--- src/sv/swm_pkg.sv ---
// ============================================================================
// swm_pkg - shared definitions for the sliding window median filter
// Field widths, window limits, cell control types and sequencer states.
// ============================================================================
package swm_pkg;

  localparam int unsigned SAMPLE_W   = 32;
  localparam int unsigned MEDIAN_W   = 33;
  localparam int unsigned CFG_W      = 7;
  localparam int unsigned MAX_WINDOW = 64;
  localparam int unsigned K_RESET    = 3;

  // Operation broadcast to every cell of the sorted chain
  typedef enum logic [1:0] {
    OP_HOLD,
    OP_REMOVE,
    OP_INSERT
  } cell_op_e;

  typedef enum logic [2:0] {
    ST_IDLE,
    ST_REMOVE,
    ST_INSERT,
    ST_PICK,
    ST_WRITE
  } swm_state_e;

  typedef struct packed {
    cell_op_e                    op;
    logic signed [SAMPLE_W-1:0]  key;
  } cell_ctrl_t;

  // What a cell shows its neighbors
  typedef struct packed {
    logic signed [SAMPLE_W-1:0]  value;
    logic                        lt;     // valid and value below key
    logic                        eq;     // valid and value equal to key
  } cell_link_t;

endpackage

--- src/sv/swm_ring.sv ---
// ============================================================================
// swm_ring - arrival order ring of samples
// One port: read the oldest word and overwrite it with the new one.
// ============================================================================
module swm_ring #(
  parameter int unsigned Depth = swm_pkg::MAX_WINDOW,
  parameter int unsigned AddrW = 6
) (
  input  logic                         clk_i,
  input  logic                         we_i,
  input  logic [AddrW-1:0]             addr_i,
  input  logic signed [swm_pkg::SAMPLE_W-1:0] wdata_i,
  output logic signed [swm_pkg::SAMPLE_W-1:0] rdata_o
);
  import swm_pkg::*;

  logic signed [SAMPLE_W-1:0] mem_q [Depth];
  logic signed [SAMPLE_W-1:0] rdata_q;

  always_ff @(posedge clk_i) begin
    if (we_i) begin
      rdata_q        <= mem_q[addr_i];
      mem_q[addr_i]  <= wdata_i;
    end
  end

  assign rdata_o = rdata_q;

endmodule

--- config.mk ---
export PLATFORM = sky130hd
export DESIGN_NAME = swm_ring
export DESIGN_NICKNAME = d
export VERILOG_FILES = /design/src/sv/swm_pkg.sv /design/src/sv/swm_ring.sv
export SDC_FILE = /design/constraint.sdc
export NUM_CORES = 2
export LEC_CHECK = 0
export ABC_AREA = 1
export ABC_CLOCK_PERIOD_IN_PS = 4200
export CAP_MARGIN = 30
export CORE_UTILIZATION = 56
export DETAILED_ROUTE_END_ITERATION = 10
export DONT_BUFFER_PORTS = 1
export PLACE_DENSITY = 0.81
export SLEW_MARGIN = 0
export SYNTH_ARGS = -nofsm -noshare
export SYNTH_HDL_FRONTEND = slang
export SYNTH_SLANG_ARGS = --single-unit
--- constraint.sdc ---
create_clock -name clk_i -period 4.2 [get_ports clk_i]
set_input_delay 0.21 -clock clk_i [delete_from_list [all_inputs] [get_ports clk_i]]
set_output_delay 0.21 -clock clk_i [all_outputs]
set_load 0.02 [all_outputs]
# [After elaboration in Yosys (flattened, before gate mapping)]
# Memory sizes are Yosys's and may differ from the RTL's. A register that Yosys moved wholly into a read port is not among the register bits.
# Cells that the tools add are included.
[op_classes] n_mux=2
[ops] cell="1-bit two-way mux" count=2
[word_totals] output_inout_bits=32 ramBits=2048 in_bits=40 memories=1 register_bits=0
[mem_list] name="mem_q" words=64 word_bits=32 read_ports=1 rd_clocked_by_memory_dff=1 write_ports=1 line_no="swm_ring.sv:17" text="logic signed [SAMPLE_W-1:0] mem_q [Depth];"

# [Depth between registers and ports, before layout]
[depth] ltp_word=2 depth_mapped=15 mapped_depth_nobuf=11

# [Worst setup path after synthesis]
# OpenSTA, ideal clock, no wires.
[synth_timing] path_type="input port to flip-flop" from="input port addr_i[0]" to="memory mem_q[41][0], enable pin" cell_stages=6 setup_slack_ps=-295 t_required_ps=3698 path_buffers=4 t_arrival_ps=3993 setup_ps=502 cell_sequence="buf_4 > inv_2 > buf_6 > buf_4 > buf_2 > nor4_1"
[synth_rtl] element="start, declared" line_no="swm_ring.sv:11" text="input logic [AddrW-1:0] addr_i,"
[synth_rtl] element="end, declared" line_no="swm_ring.sv:17"
# Straight into the memory's write port.

==> impl_metrics.yaml <==
run_status:
  outcome: "complete, but fails checks"
  violations: "negative hold slack"
routing:
  first_pass_iters: 7
  initialDrtViolationCount: 9627
  drc: 0
  drt_wl_total_um: 240400
  viasPerCell: 5.758
  drt-wirelength-per-cell_um: 22.64
  vias: 61150
  ant_nets: 0
synthesis:
  yosysSeqAreaShare_pct: 71.94
  synth_seq_cells: 2080
  yosysWarnings: 0
  syn-instance-count: 8440
  syn_area_per_cell_sq_um: 10.29
  syn-cell-area_sq_um: 86820
  synthDistinctLibCells: 20
  synth_nets: 8480
clocking:
  insertion_delay_ns: 0.83
  root_buffer: "clkbuf_16"
  clkTransAtPathRegs_ns: 0.06
  cts_tree: "yes"
  cts_max_level: 4
  cts_setup_buffers: 0
  cts.sinks: 2080
  cts_made_buffers: 186
  cts_buffer_depth: 3
critical_path:
  critPathTopFamily: "buffers and inverters"
  critPathMaxStageDelay_ns: 0.59
  critPathCaptureType: "flip-flop"
  path_cells: "buf_16, buf_16, inv_8, buf_12, nand2_1, nand2_1, nand2_1, nand2_1, nand2_1, dlygate4sd3_1, nand2_1, dlygate4sd3_1, nand2_1, nand2_1, nor2_1, dlygate4sd3_1, nand2_1"
  crit_type: "input pin to flip-flop"
  critPathLaunch: "addr_i[0]"
  r2r-start: "mem_q[4][2]"
  slowest_stage: "dlygate4sd3_1"
  path_common_cell: "nand2_1"
  r2r-end: "rdata_o[2]"
  arrival_ns: 4.41
  cp-start-kind: "input pin"
  cp.depth: 17
  path_buf_inv: 7
  cp_max_fo: 133
  required_ns: 4.77
  r2r_setup_slack_ns: 1.17
  ff2ff_path_depth: 13
  critical_path.endpoint: "rdata_o[2]"
grt:
  grt_overflow: 0
  globalRouteTotalUtil_pct: 30.25
  grt_pass1_wl_um: 354600
  grt_pass1_vias: 58550
  antenna_found_initial: 6
  grt_max_degree: 1041
place:
  io_buffers: 0
  place_ws_ns: 1.033
  placed_area_sq_um: 89440
  place_congestion: 0.8516
  post-dp-hpwl_um: 121700
floorplanning:
  die_w_um: 395.8
  initial_utilization_pct: 56.36
  num_io_pins: 72
  core_sq_um: 154000
  placementRows: 144
  die-area_sq_um: 156600
  die_y_um: 395.8
layout:
  design_area_sq_um: 96970
  final_nets: 8468
  fillers: 10880
  final_layout_size_suffix_gt1_share_pct: 6.028
  n_antenna_cell: 0
  layout_common_cells: "5728 x nand2_1, 2080 x edfxtp_1, 196 x clkbuf_16"
  syn2layout_area_growth_pct: 11.68
  final_common_cell: "nand2_1"
power_and_ir_drop:
  clkPwrFrac_pct: 39.6
  seqPwrFrac_pct: 54.4
  p_sw_share_pct: 22.15
  irDropWorstVdd_uv: 469.6
  p_sw_mw: 9.433
  p_leak_nw: 40.23
  internal_power_mw: 33.16
  p_comb_share_pct: 6.0
  powerDensity_nw_per_um2: 439.2
sta:
  post-route-period-util_pct: 91.43
  fin_hold_ws_ns: -0.02009
  fmax_ghz: 0.2604
  setup_viol_count_final: 0
  layout_setup_ws_ns: 0.3600
  grt_setup_unrepaired: "no"
  maxSlewHeadroom_pct: 13.93
  slew_viol_final: 0
  finClkSkew_ns: 0.01702
  fin_crit_ns: 3.840
  hold_viol: 5
  worst_pin_slew_ns: 1.291
min_path:
  hold_path.class: "input pin to flip-flop"
run:
  maxCapViolations: 0
[cells in the mapped netlist]
cell type | count | area, sq um
buf_6 | 4 | 45.04
or2_1 | 1 | 6.260
clkbuf_1 | 136 | 510.5
o211ai_1 | 5 | 37.54
buf_4 | 11 | 82.58
inv_2 | 14 | 52.55
nand3_1 | 13 | 65.06
nor4_1 | 2 | 12.51
o21ai_1 | 2 | 10.01
nand4_1 | 2 | 12.51
buf_1 | 27 | 101.4
nor3_2 | 7 | 70.07
nor2_1 | 137 | 514.2
inv_1 | 16 | 60.06
or2_2 | 5 | 31.28
edfxtp_1 | 2080 | 62460
buf_2 | 244 | 1221
nor3_1 | 1 | 5.000
nand2_1 | 5728 | 21500
o21ai_0 | 5 | 25.02
[worst min-delay path by stage]
| stage | cells after the start | slack (ns) | end | start |
|---|---|---|---|---|
| floorplan | 0 | 0.31 | mem_q[0][0] | wdata_i[0] |
| global placement | 0 | 0.31 | mem_q[4][26] | wdata_i[26] |
| detailed placement | 0 | 0.31 | mem_q[4][26] | wdata_i[26] |
| CTS | 8 | 0.001 | rdata_o[3] | addr_i[1] |
| global route | 6 | -0.03 | rdata_o[1] | addr_i[2] |
| finish | 6 | -0.02 | rdata_o[1] | addr_i[2] |
[what timing repair did]
item,CTS,global route
hold buffers,78,1
resized for setup,0,0
hold endpoints to repair,2172,1
setup endpoints to repair,0,106
[tightest hold or removal path, stage by stage]
cell and delay (ns):
nand2_1 0.06, nand2_1 0.07, nand2_1 0.05, nand2_1 0.11, nor2_1 0.06, nand2_1 0.08
[logic make-up (layout without fill, tap and decap cells)]
logic type,Yosys count,after routing,synth area share (%)
and+or+nand+nor,5896,5896,25.59
AOI/OAI and AO/OA,12,12,0.08358
buffers and inverters,452,588,2.388
DFF,2080,2080,71.94
[registers in the layout, indices dropped and copies added, names as in the netlist]
| name | flops |
|---|---|
| rdata_o | 32 |
| mem_q | 2048 |
[metal layers]
metal	vias up	share of wire, %	GRT usage [%]
met3	706	14	7.578
met5	-	0.020	0
met1	28680	34	39.74
li1	27250	-	-
met2	4511	46	47.99
met4	6	4.7	13.18
[power groups by stage]
stage | sequential, mW | combinational (mW) | clock, mW
2_1_floorplan | 23.5 | 1.47 | 0
3_3_place_gp | 23.6 | 1.71 | 0
3_5_place_dp | 23.6 | 1.77 | 0
4_1_cts | 23.2 | 2.32 | 16.9
5_1_grt | 23.2 | 2.77 | 17.6
6_report | 23.2 | 2.56 | 16.9
[final cells by class]
cell class | count | area [sq um] | share of cell area, %
clock buffer | 241 | 5031 | 5.188
multi-input combinational | 5908 | 22820 | 23.53
clock inverter | 95 | 903.4 | 0.9316
inverter | 30 | 135.1 | 0.1394
sequential | 2080 | 62460 | 64.41
timing repair buffer | 222 | 3063 | 3.159
tap | 2044 | 2557 | 2.637
[through the flow]
step                      setup TNS, ns  hold slack [ns]  utilization (%)  cells  power, mW
after floorplan                  -18.74           0.3089                -   8440      25.01
after global placement                0           0.3123            58.06  10200      25.33
after detailed placement              0           0.3119            58.06  10200      25.39
after CTS                             0         0.001141            62.83  10610      42.37
after global routing                  0         -0.03265            62.95  10620      43.59
final                                 0         -0.02009            62.95  10620      42.59
(Power assumes the default switching activity.)
