`config.mk`:
```
export PLATFORM = sky130hd
export DESIGN_NAME = swm_cell
export DESIGN_NICKNAME = d
export VERILOG_FILES = /design/src/sv/swm_pkg.sv /design/src/sv/swm_cell.sv
export SDC_FILE = /design/constraint.sdc
export NUM_CORES = 1
export LEC_CHECK = 0
export ABC_CLOCK_PERIOD_IN_PS = 5700
export BUFFER_PORTS_ARGS = -buffer_cell sky130_fd_sc_hd__buf_2
export CORE_MARGIN = 1
export CORE_UTILIZATION = 30
export CTS_BUF_LIST = sky130_fd_sc_hd__clkbuf_4
export DETAILED_ROUTE_END_ITERATION = 6
export PLACE_DENSITY_LB_ADDON = 0.3
export SYNTH_ARGS = -nofsm -noshare
export SYNTH_HDL_FRONTEND = slang
export SYNTH_SLANG_ARGS = --single-unit
```
`constraint.sdc`:
```
create_clock -name clk_i -period 5.7 [get_ports clk_i]
set_input_delay 1.14 -clock clk_i [delete_from_list [all_inputs] [get_ports clk_i]]
set_output_delay 1.14 -clock clk_i [all_outputs]
set_load 0.01 [all_outputs]
```
`src/sv/swm_pkg.sv`:
```
// ============================================================================
// swm_pkg - shared definitions for the sliding window median filter
// Field widths, window limits, cell control types and sequencer states.
// ============================================================================
package swm_pkg;

  localparam int unsigned SAMPLE_W   = 32;
  localparam int unsigned MEDIAN_W   = 33;
  localparam int unsigned CFG_W      = 7;
  localparam int unsigned MAX_WINDOW = 64;
  localparam int unsigned K_RESET    = 3;

  // Operation broadcast to every cell of the sorted chain
  typedef enum logic [1:0] {
    OP_HOLD,
    OP_REMOVE,
    OP_INSERT
  } cell_op_e;

  typedef enum logic [2:0] {
    ST_IDLE,
    ST_REMOVE,
    ST_INSERT,
    ST_PICK,
    ST_WRITE
  } swm_state_e;

  typedef struct packed {
    cell_op_e                    op;
    logic signed [SAMPLE_W-1:0]  key;
  } cell_ctrl_t;

  // What a cell shows its neighbors
  typedef struct packed {
    logic signed [SAMPLE_W-1:0]  value;
    logic                        lt;     // valid and value below key
    logic                        eq;     // valid and value equal to key
  } cell_link_t;

endpackage

```
`src/sv/swm_cell.sv`:
```
// ============================================================================
// swm_cell - one slot of the sorted window chain
// Holds one value; shifts toward a neighbor on remove or insert.
// ============================================================================
module swm_cell (
  input  logic               clk_i,
  input  swm_pkg::cell_ctrl_t ctrl_i,
  input  logic               valid_i,
  input  swm_pkg::cell_link_t left_i,
  input  swm_pkg::cell_link_t right_i,
  output swm_pkg::cell_link_t link_o
);
  import swm_pkg::*;

  logic signed [SAMPLE_W-1:0] value_q, value_d;
  logic                       take_right;

  // Remove the last instance equal to the key: every cell from there on
  // pulls its right neighbor.
  assign take_right = valid_i && (value_q >= ctrl_i.key) && !right_i.eq;

  always_comb begin
    value_d = value_q;
    case (ctrl_i.op)
      OP_REMOVE: begin
        if (take_right) begin
          value_d = right_i.value;
        end
      end
      OP_INSERT: begin
        if (!link_o.lt) begin
          value_d = left_i.lt ? ctrl_i.key : left_i.value;
        end
      end
      default: begin
        value_d = value_q;
      end
    endcase
  end

  always_ff @(posedge clk_i) begin
    value_q <= value_d;
  end

  assign link_o.value = value_q;
  assign link_o.lt    = valid_i && (value_q < ctrl_i.key);
  assign link_o.eq    = valid_i && (value_q == ctrl_i.key);

endmodule

```
Word level (Yosys, flattened, before mapping). Cells that the tools add are included. W data, S select, Z words.

Flip-flop bits (word level): 32. Input port bits: 104. Output and inout bits: 34. Word-level logic and storage cells: 19.

Order comparisons: 2. Eq/ne operators: 5. Muxes and demuxes: 4. Reduce and logical (&&, ||, !) cells: 7.

Operators with widths (count): $mux W32 (3); $pmux W32 S2 (1); $eq A32 B32 Y1 (1); $ge A32 B32 Y1 (1); $lt A32 B32 Y1 (1); $logic_and A1 B1 Y1 (4); $ne A2 B2 Y1 const B (2); $reduce_and A3 Y1 (1); $eq A2 B1 Y1 const B (1); $eq A2 B2 Y1 const B (1); $reduce_bool A2 Y1 (1); $logic_not A1 Y1 (1).

Depth between registers and ports, before layout. Gate-level depths: netlist of the first run.

Depth in word-level cells: 5. Depth in mapped cells: 8. Gate-level depth less buffers: 8.

Worst setup path after synthesis of the first run. No wires, ideal clock.

Path type: input -> register. Start: in ctrl_i[14] (netlist bit). End: reg value_q[0], enable pin. Library setup time: 425 ps. Arrival time: 3906 ps. Data required time: 5275 ps. Setup slack: 1369 ps. Cell stages on the path: 8. Path buffers: 0. Path through: inv_1 -> ha_1 -> nand4_2 -> or3_4 -> a21oi_2 -> o41a_1 -> and4b_1 -> o21ai_1.

Longest elaborated chain between the ends: 5. Elaborated cells on any way between the ends: 8. Classes of those cells: order compare (2); eq/ne (2); reduce/logical (4).

RTL lines: start: declaration (line swm_cell.sv:7) `input swm_pkg::cell_ctrl_t ctrl_i,`; $ge A32 B32 Y1 (line swm_cell.sv:20) `assign take_right = valid_i && (value_q >= ctrl_i.key) && !right_i.eq;`; $logic_and A1 B1 Y1 (2 in series) (line swm_cell.sv:20); $ne A2 B2 Y1 (no source line); $reduce_and A3 Y1 (no source line) (*); end signal: assignment (line swm_cell.sv:42) `value_q <= value_d;`; end: declaration (line swm_cell.sv:15) `logic signed [SAMPLE_W-1:0] value_q, value_d;`.

Every way passes the cells marked *; elsewhere a longest branch is shown, timed or not. A chain may end at the register's enable or synchronous reset.

==> results.toml, run 1 <==
[worst_setup_path]
critPathArrivalTime_ns = 3.05
cp-start-kind = "input port"
cp.required_ns = 4.56
r2r_cells = 6
crit_type = "in2out"
cp-end-kind = "primary output"
crit_fanout = 5

[sta]
rsz0062_at_grt = "no"
worst_pin_slew_ns = 1.11
setup_violations = 0
layout_setup_ws_ns = 1.51
drv_slew = 0
period_share_pct = 73.4
timing.fmax_mhz = 239
finalClockSkew_ns = 0.00645
finalHoldViolCount = 0
fin_crit_ns = 4.19
setup_tns_ns = 0
relSlewSlack_pct = 25.9

[cells_and_area]
largest_register_ffs = 32
drive_above_1_share_pct = 37.5
syn_to_final_growth_pct = 32.3
reg_top3 = "value_q (32)"
fin_nets = 536
regMostFlops = "value_q"
antenna_cells = 0

[clock_network]
root_buffer = "clkbuf_4"
clk_pin_slew_worst_paths_ns = 0.11
clock_latency_ns = 0.33
numCtsBuffers = 5
htreeDepth = 2
cts_hold_buf = 0
cts_tree = "yes"
cts_sinks = 32
post_cts_buffers = 0
cts_max_path_buffers = 2
cts_resized = 0

[die]
fp.dieW_um = 94.3
num_io_pins = 138
rows = 33
core_um2 = 8220
die_h_um = 94.3
initial_core_util_pct = 31.1
fp.dieArea_um2 = 8890

[global_routing]
top_usage_layer = "met2"
grt_pass1_wl_um = 10300
use_met1_pct = 18.2
grtUsageTotal_pct = 14.9
grt_pass1_vias = 2296
grtUsageMet3_pct = 2.67
use_met2_pct = 26.3
antenna_found_initial = 0
grt_overflow = 0
grt_max_degree = 65

[synth]
synth.area.top_cells = "edfxtp_1 38%, ha_1 16%, mux2i_1 13%"
ys_seq_area_share_pct = 37.6
synth_area_um2 = 2550
synth_cells = 269
syn_nets = 405
synth_warnings = 0
synth_top_cell_by_area = "edfxtp_1"
ys_types = 36
avgSynthCellArea_um2 = 9.50
ys_seq_elements = 32
yosys.area.top_type_share_pct = 37.6

[job]
cap_viol_max_count = 0

[pwr]
p_per_area_nw_per_um2 = 177
ir_worst_vdd_uv = 68.4
p_leak_uw = 0.00174

[hold_path]
timing.hold.worst_path_depth = 3
hold_path.class = "in2reg"

[detailed_routing]
vias = 2397
remaining_drc_errors = 0
drt_iter0_drc = 48
first_pass_iters = 4
wl_per_cell_um = 12.9
drt-total-wl_um = 6530
final_antenna_net_count = 0
vias_per_cell = 4.75

[placed_design]
dp_hpwl_um = 5160
gp_congestion = 0.706
post-place-ws_ns = 1.49
port_buffers = 135

[run_status]
outcome = "finished clean"
kinds of logic after synthesis:
group / after synthesis / synth area share, %
buffers and inverters: 44 / 6.61
AOI/OAI and AO/OA: 63 / 13.9
and+or+nand+nor: 66 / 13.7
adders and majority gates: 32 / 15.7
DFF: 32 / 37.6
muxes: 32 / 12.5
layer usage:
layer | vias to the layer above | share of wire (%) | wire length, um
met4 | 0 | 1.4 | 89
met2 | 64 | 50 | 3260
met5 | - | 0 | 0
li1 | 1231 | - | -
met3 | 6 | 4.2 | 274
met1 | 1096 | 45 | 2910
cell type report:
| class | instances | area [um2] |
|---|---|---|
| Clock buffer | 6 | 45.0 |
| Clock inverter | 1 | 5.00 |
| Sequential cell | 32 | 961 |
| Tap cell | 105 | 131 |
| Fill cell | 851 | 4840 |
| Multi-Input combinational cell | 193 | 1440 |
| Timing Repair Buffer | 135 | 676 |
| Inverter | 33 | 124 |
synthesized netlist by cell type:
cell type  count
nand2_1       38
o21ai_0       35
inv_1         33
edfxtp_1      32
ha_1          32
mux2i_1       32
a21oi_1       14
clkbuf_1       8
nand4_1        7
nor2_1         4
buf_2          3
o21a_1         3
nor2b_1        2
nor4_1         2
o211ai_1       2
o21ai_1        2
a211o_1        1
a21boi_0       1
a21o_1         1
a21oi_2        1
a2bb2oi_1      1
and2_4         1
and3_1         1
and3b_1        1
and4b_1        1
nand2b_1       1
nand3_1        1
nand4_2        1
nand4_4        1
nor3_1         1
nor4_2         1
nor4b_1        1
o2bb2ai_1      1
o41a_1         1
or2b_1         1
or3_4          1
cells in the final DEF (no fill, tap or decap), types with 2 or more instances in the layout:
cell,n
buf_2,135
nand2_1,38
o21ai_0,35
inv_1,33
mux2i_1,32
ha_1,32
edfxtp_1,32
a21oi_1,14
nand4_1,7
clkbuf_4,6
nor2_1,4
o21a_1,3
nor2b_1,2
o211ai_1,2
nor4_1,2
through the flow:
stage / cell area, um2 / power, uW / utilization (%) / hold WS, ns / std cells
3_5_place_dp: 3330 / 476 / 40.5 / 1.42 / 498
6_report: 3380 / 599 / 41.1 / 1.08 / 505
5_1_grt: 3380 / 644 / 41.1 / 1.07 / 505
4_1_cts: 3380 / 611 / 41.1 / 1.06 / 505
2_1_floorplan: 2550 / 398 / - / 1.33 / 269
3_3_place_gp: 3330 / 471 / 40.5 / 1.41 / 498
worst max-delay path, cell delays in order:
cell and delay (ns):
buf_2 0.09, inv_1 0.04, ha_1 0.35, nand4_1 0.26
nor4_2 0.42, o41a_1 0.25, and3b_1 0.19, o21a_1 0.18
buf_2 0.14
power by group:
group          total [uW]  switching [uW]  internal (uW)  leakage, uW
registers             290            8.17            282     0.000302
logic                 178            95.4           82.4      0.00141
clock network         131            80.9           50.2    0.0000315
path summary, 6_finish.rpt:
check / startpoint / to / slack (ns)
max reg2reg: value_q[31] / value_q[4] / 2.52
min: right_i[25] / value_q[23] / 1.08
min reg2reg: value_q[31] / value_q[28] / 1.43
max: ctrl_i[31] / link_o[1] / 1.51
Note: power is estimated with default switching activity, not from simulation.
==> run 2: changes to the inputs <==
--- a/config.mk
+++ b/config.mk
@@ -5,7 +5,8 @@
 export SDC_FILE = /design/constraint.sdc
 export NUM_CORES = 1
 export LEC_CHECK = 0
-export ABC_CLOCK_PERIOD_IN_PS = 5700
+export ABC_AREA = 1
+export ABC_CLOCK_PERIOD_IN_PS = 3730
 export BUFFER_PORTS_ARGS = -buffer_cell sky130_fd_sc_hd__buf_2
 export CORE_MARGIN = 1
 export CORE_UTILIZATION = 30
==> constraint.sdc (replaced) <==
create_clock -name clk_i -period 3.73 [get_ports clk_i]
set_input_delay 0.746 -clock clk_i [delete_from_list [all_inputs] [get_ports clk_i]]
set_output_delay 0.746 -clock clk_i [all_outputs]
set_load 0.01 [all_outputs]
==> results.toml, run 2 <==
[run_status]
outcome = "finished clean"

[synth]
synth_cells = 332
ys_types = 21
synthTopCellsByCount = "105 x nand2_1, 42 x nor2_1, 41 x inv_1"
synth_area_um2 = 2520
synth_top_cell_by_area = "edfxtp_1"
synth_warnings = 0
synth_edf_count = 32
synth_most_common_cell = "nand2_1"
avgSynthCellArea_um2 = 7.60
synth_flop_cell = "edfxtp_1"
ys_seq_elements = 32
yosys.area.top_type_share_pct = 38.1
async_reset_ff_share_pct = 0
synth.area.top_cells = "edfxtp_1 38%, ha_1 16%, nand2_1 16%"
syn_nets = 468
ys_seq_area_share_pct = 38.1

[die]
initial_core_util_pct = 30.9
die_h_um = 93.7
rows = 33
num_io_pins = 138
core_um2 = 8180
fp.dieArea_um2 = 8780
fp.dieW_um = 93.7

[worst_setup_path]
cp.required_ns = 2.98
cpMostUsedCell = "nand2_1"
path_cells = "buf_2 -> inv_1 -> ha_1 -> a21oi_1 -> o21a_1 -> nand2_1 -> a21oi_2 -> nand2_1 -> nand2_1 -> nand3_2 -> inv_1 -> buf_2"
r2r_cells = 12
r2r_slack_ns = 1.43
critPathSlowestCell = "ha_1"
crit_fanout = 4
r2r-end = "value_q[25]"
critPathArrivalTime_ns = 2.14
crit_type = "in2out"
reg2reg_from = "value_q[31]"
max_stage_delay_ns = 0.34
cp-end-kind = "primary output"
cp-start-kind = "input port"

[sta]
setup_violations = 0
finalHoldViolCount = 0
period_share_pct = 77.3
fin_crit_ns = 2.88
layout_setup_ws_ns = 0.847
finalClockSkew_ns = 0.0117
timing.fmax_mhz = 347
worst_pin_slew_ns = 0.561
rsz0062_at_grt = "no"
setup_tns_ns = 0
drv_slew = 0
relSlewSlack_pct = 62.5

[global_routing]
antenna_found_initial = 0
grt_overflow = 0
grtUsageTotal_pct = 15.7
grt_pass1_wl_um = 10800
grt_max_degree = 49
grt_pass1_vias = 2403

[cells_and_area]
regMostFlops = "value_q"
largest_register_ffs = 32
reg_top3 = "value_q (32)"
final_util_pct = 41.0
antenna_cells = 0
drive_above_1_share_pct = 33.6
fin_nets = 600
syn_to_final_growth_pct = 32.8
stdcell_area_um2 = 3350
layout_common_cells = "135 x buf_2, 105 x nand2_1, 41 x inv_1, 41 x nor2_1"
layout_commonest_cell = "buf_2"
num-fill-cells = 910

[hold_path]
timing.hold.worst_path_depth = 3
hold_path.class = "in2reg"
hold_end = "value_q[19]"
hp-start = "right_i[21]"

[clock_network]
cts_max_path_buffers = 2
cts_tree = "yes"
clock_latency_ns = 0.33
root_buffer = "clkbuf_4"
cts_resized = 0
htreeDepth = 2
post_cts_buffers = 0
cts_sinks = 32
clk_pin_slew_worst_paths_ns = 0.10
cts_hold_buf = 0
numCtsBuffers = 5

[job]
cap_viol_max_count = 0

[placed_design]
port_buffers = 135
dp_hpwl_um = 5230
post-place-ws_ns = 0.805
placed_area_um2 = 3310
gp_congestion = 0.794

[detailed_routing]
final_antenna_net_count = 0
drt_iter0_drc = 77
vias_per_cell = 4.50
vias = 2562
drt-total-wl_um = 6570
first_pass_iters = 4
wl_per_cell_um = 11.5
remaining_drc_errors = 0

[pwr]
switching_share_pct = 31.4
pwr-share-comb_pct = 30.1
switchingPower_uw = 280
p_leak_uw = 0.00178
p_int_uw = 613
seq_power_share_pct = 49.2
p_per_area_nw_per_um2 = 266
ir_worst_vdd_uv = 112
clkPwrFrac_pct = 20.7
total_power_uw = 893
## run 2: kinds of logic after synthesis
logic type      share of synthesized area (%)
simple gates                             24.6
buf+inv                                  9.28
compound gates                           12.2
fa+ha+maj                                15.9
flops                                    38.1
## run 2: critical path, delay by kind of cell
kind | cells | cell delay, ns
adders and majority gates | 1 | 0.34
and+or+nand+nor | 4 | 0.31
AOI/OAI and AO/OA | 3 | 0.44
buffers and inverters | 4 | 0.32
## run 2: area by class of cell
| type | count | area, um2 | area share [%] |
|---|---|---|---|
| clock buffers | 5 | 37.5 | 1.12 |
| flip-flops and latches | 32 | 961 | 28.7 |
| clock inverters | 2 | 7.51 | 0.224 |
| well taps | 105 | 131 | 3.92 |
| inverters | 46 | 173 | 5.15 |
| repair buffers | 139 | 706 | 21.1 |
| multi-input cells | 240 | 1340 | 39.8 |
## run 2: how the worst max path moves through the flow
stage	from	end	slack, ns	depth (start not counted)
after floorplan	ctrl_i[31]	value_q[0]	0.87	10
after CTS	ctrl_i[31]	link_o[1]	0.80	12
final	ctrl_i[31]	link_o[1]	0.85	12
after global placement	ctrl_i[31]	link_o[1]	0.84	12
after global routing	ctrl_i[15]	link_o[1]	0.68	13
after detailed placement	ctrl_i[31]	link_o[1]	0.80	12
## run 2: power by group through the flow
stage | clock [uW] | combinational [uW] | sequential [uW]
2_1_floorplan | 0 | 145 | 458
5_1_grt | 209 | 311 | 442
3_3_place_gp | 0 | 268 | 447
4_1_cts | 197 | 275 | 440
3_5_place_dp | 0 | 273 | 448
6_report | 185 | 269 | 439
## run 2: stage by stage
| step | hold slack, ns | cells |
|---|---|---|
| after floorplan | 1.00 | 332 |
| after global placement | 1.09 | 562 |
| after detailed placement | 1.10 | 562 |
| after CTS | 0.740 | 569 |
| after global routing | 0.747 | 569 |
| final | 0.756 | 569 |
## run 2: metal layers
layer  track usage [%]  routed length, um
met5                 0                  0
met4              5.51                 80
met3              3.64                375
met2              27.6               3150
met1              18.5               2960
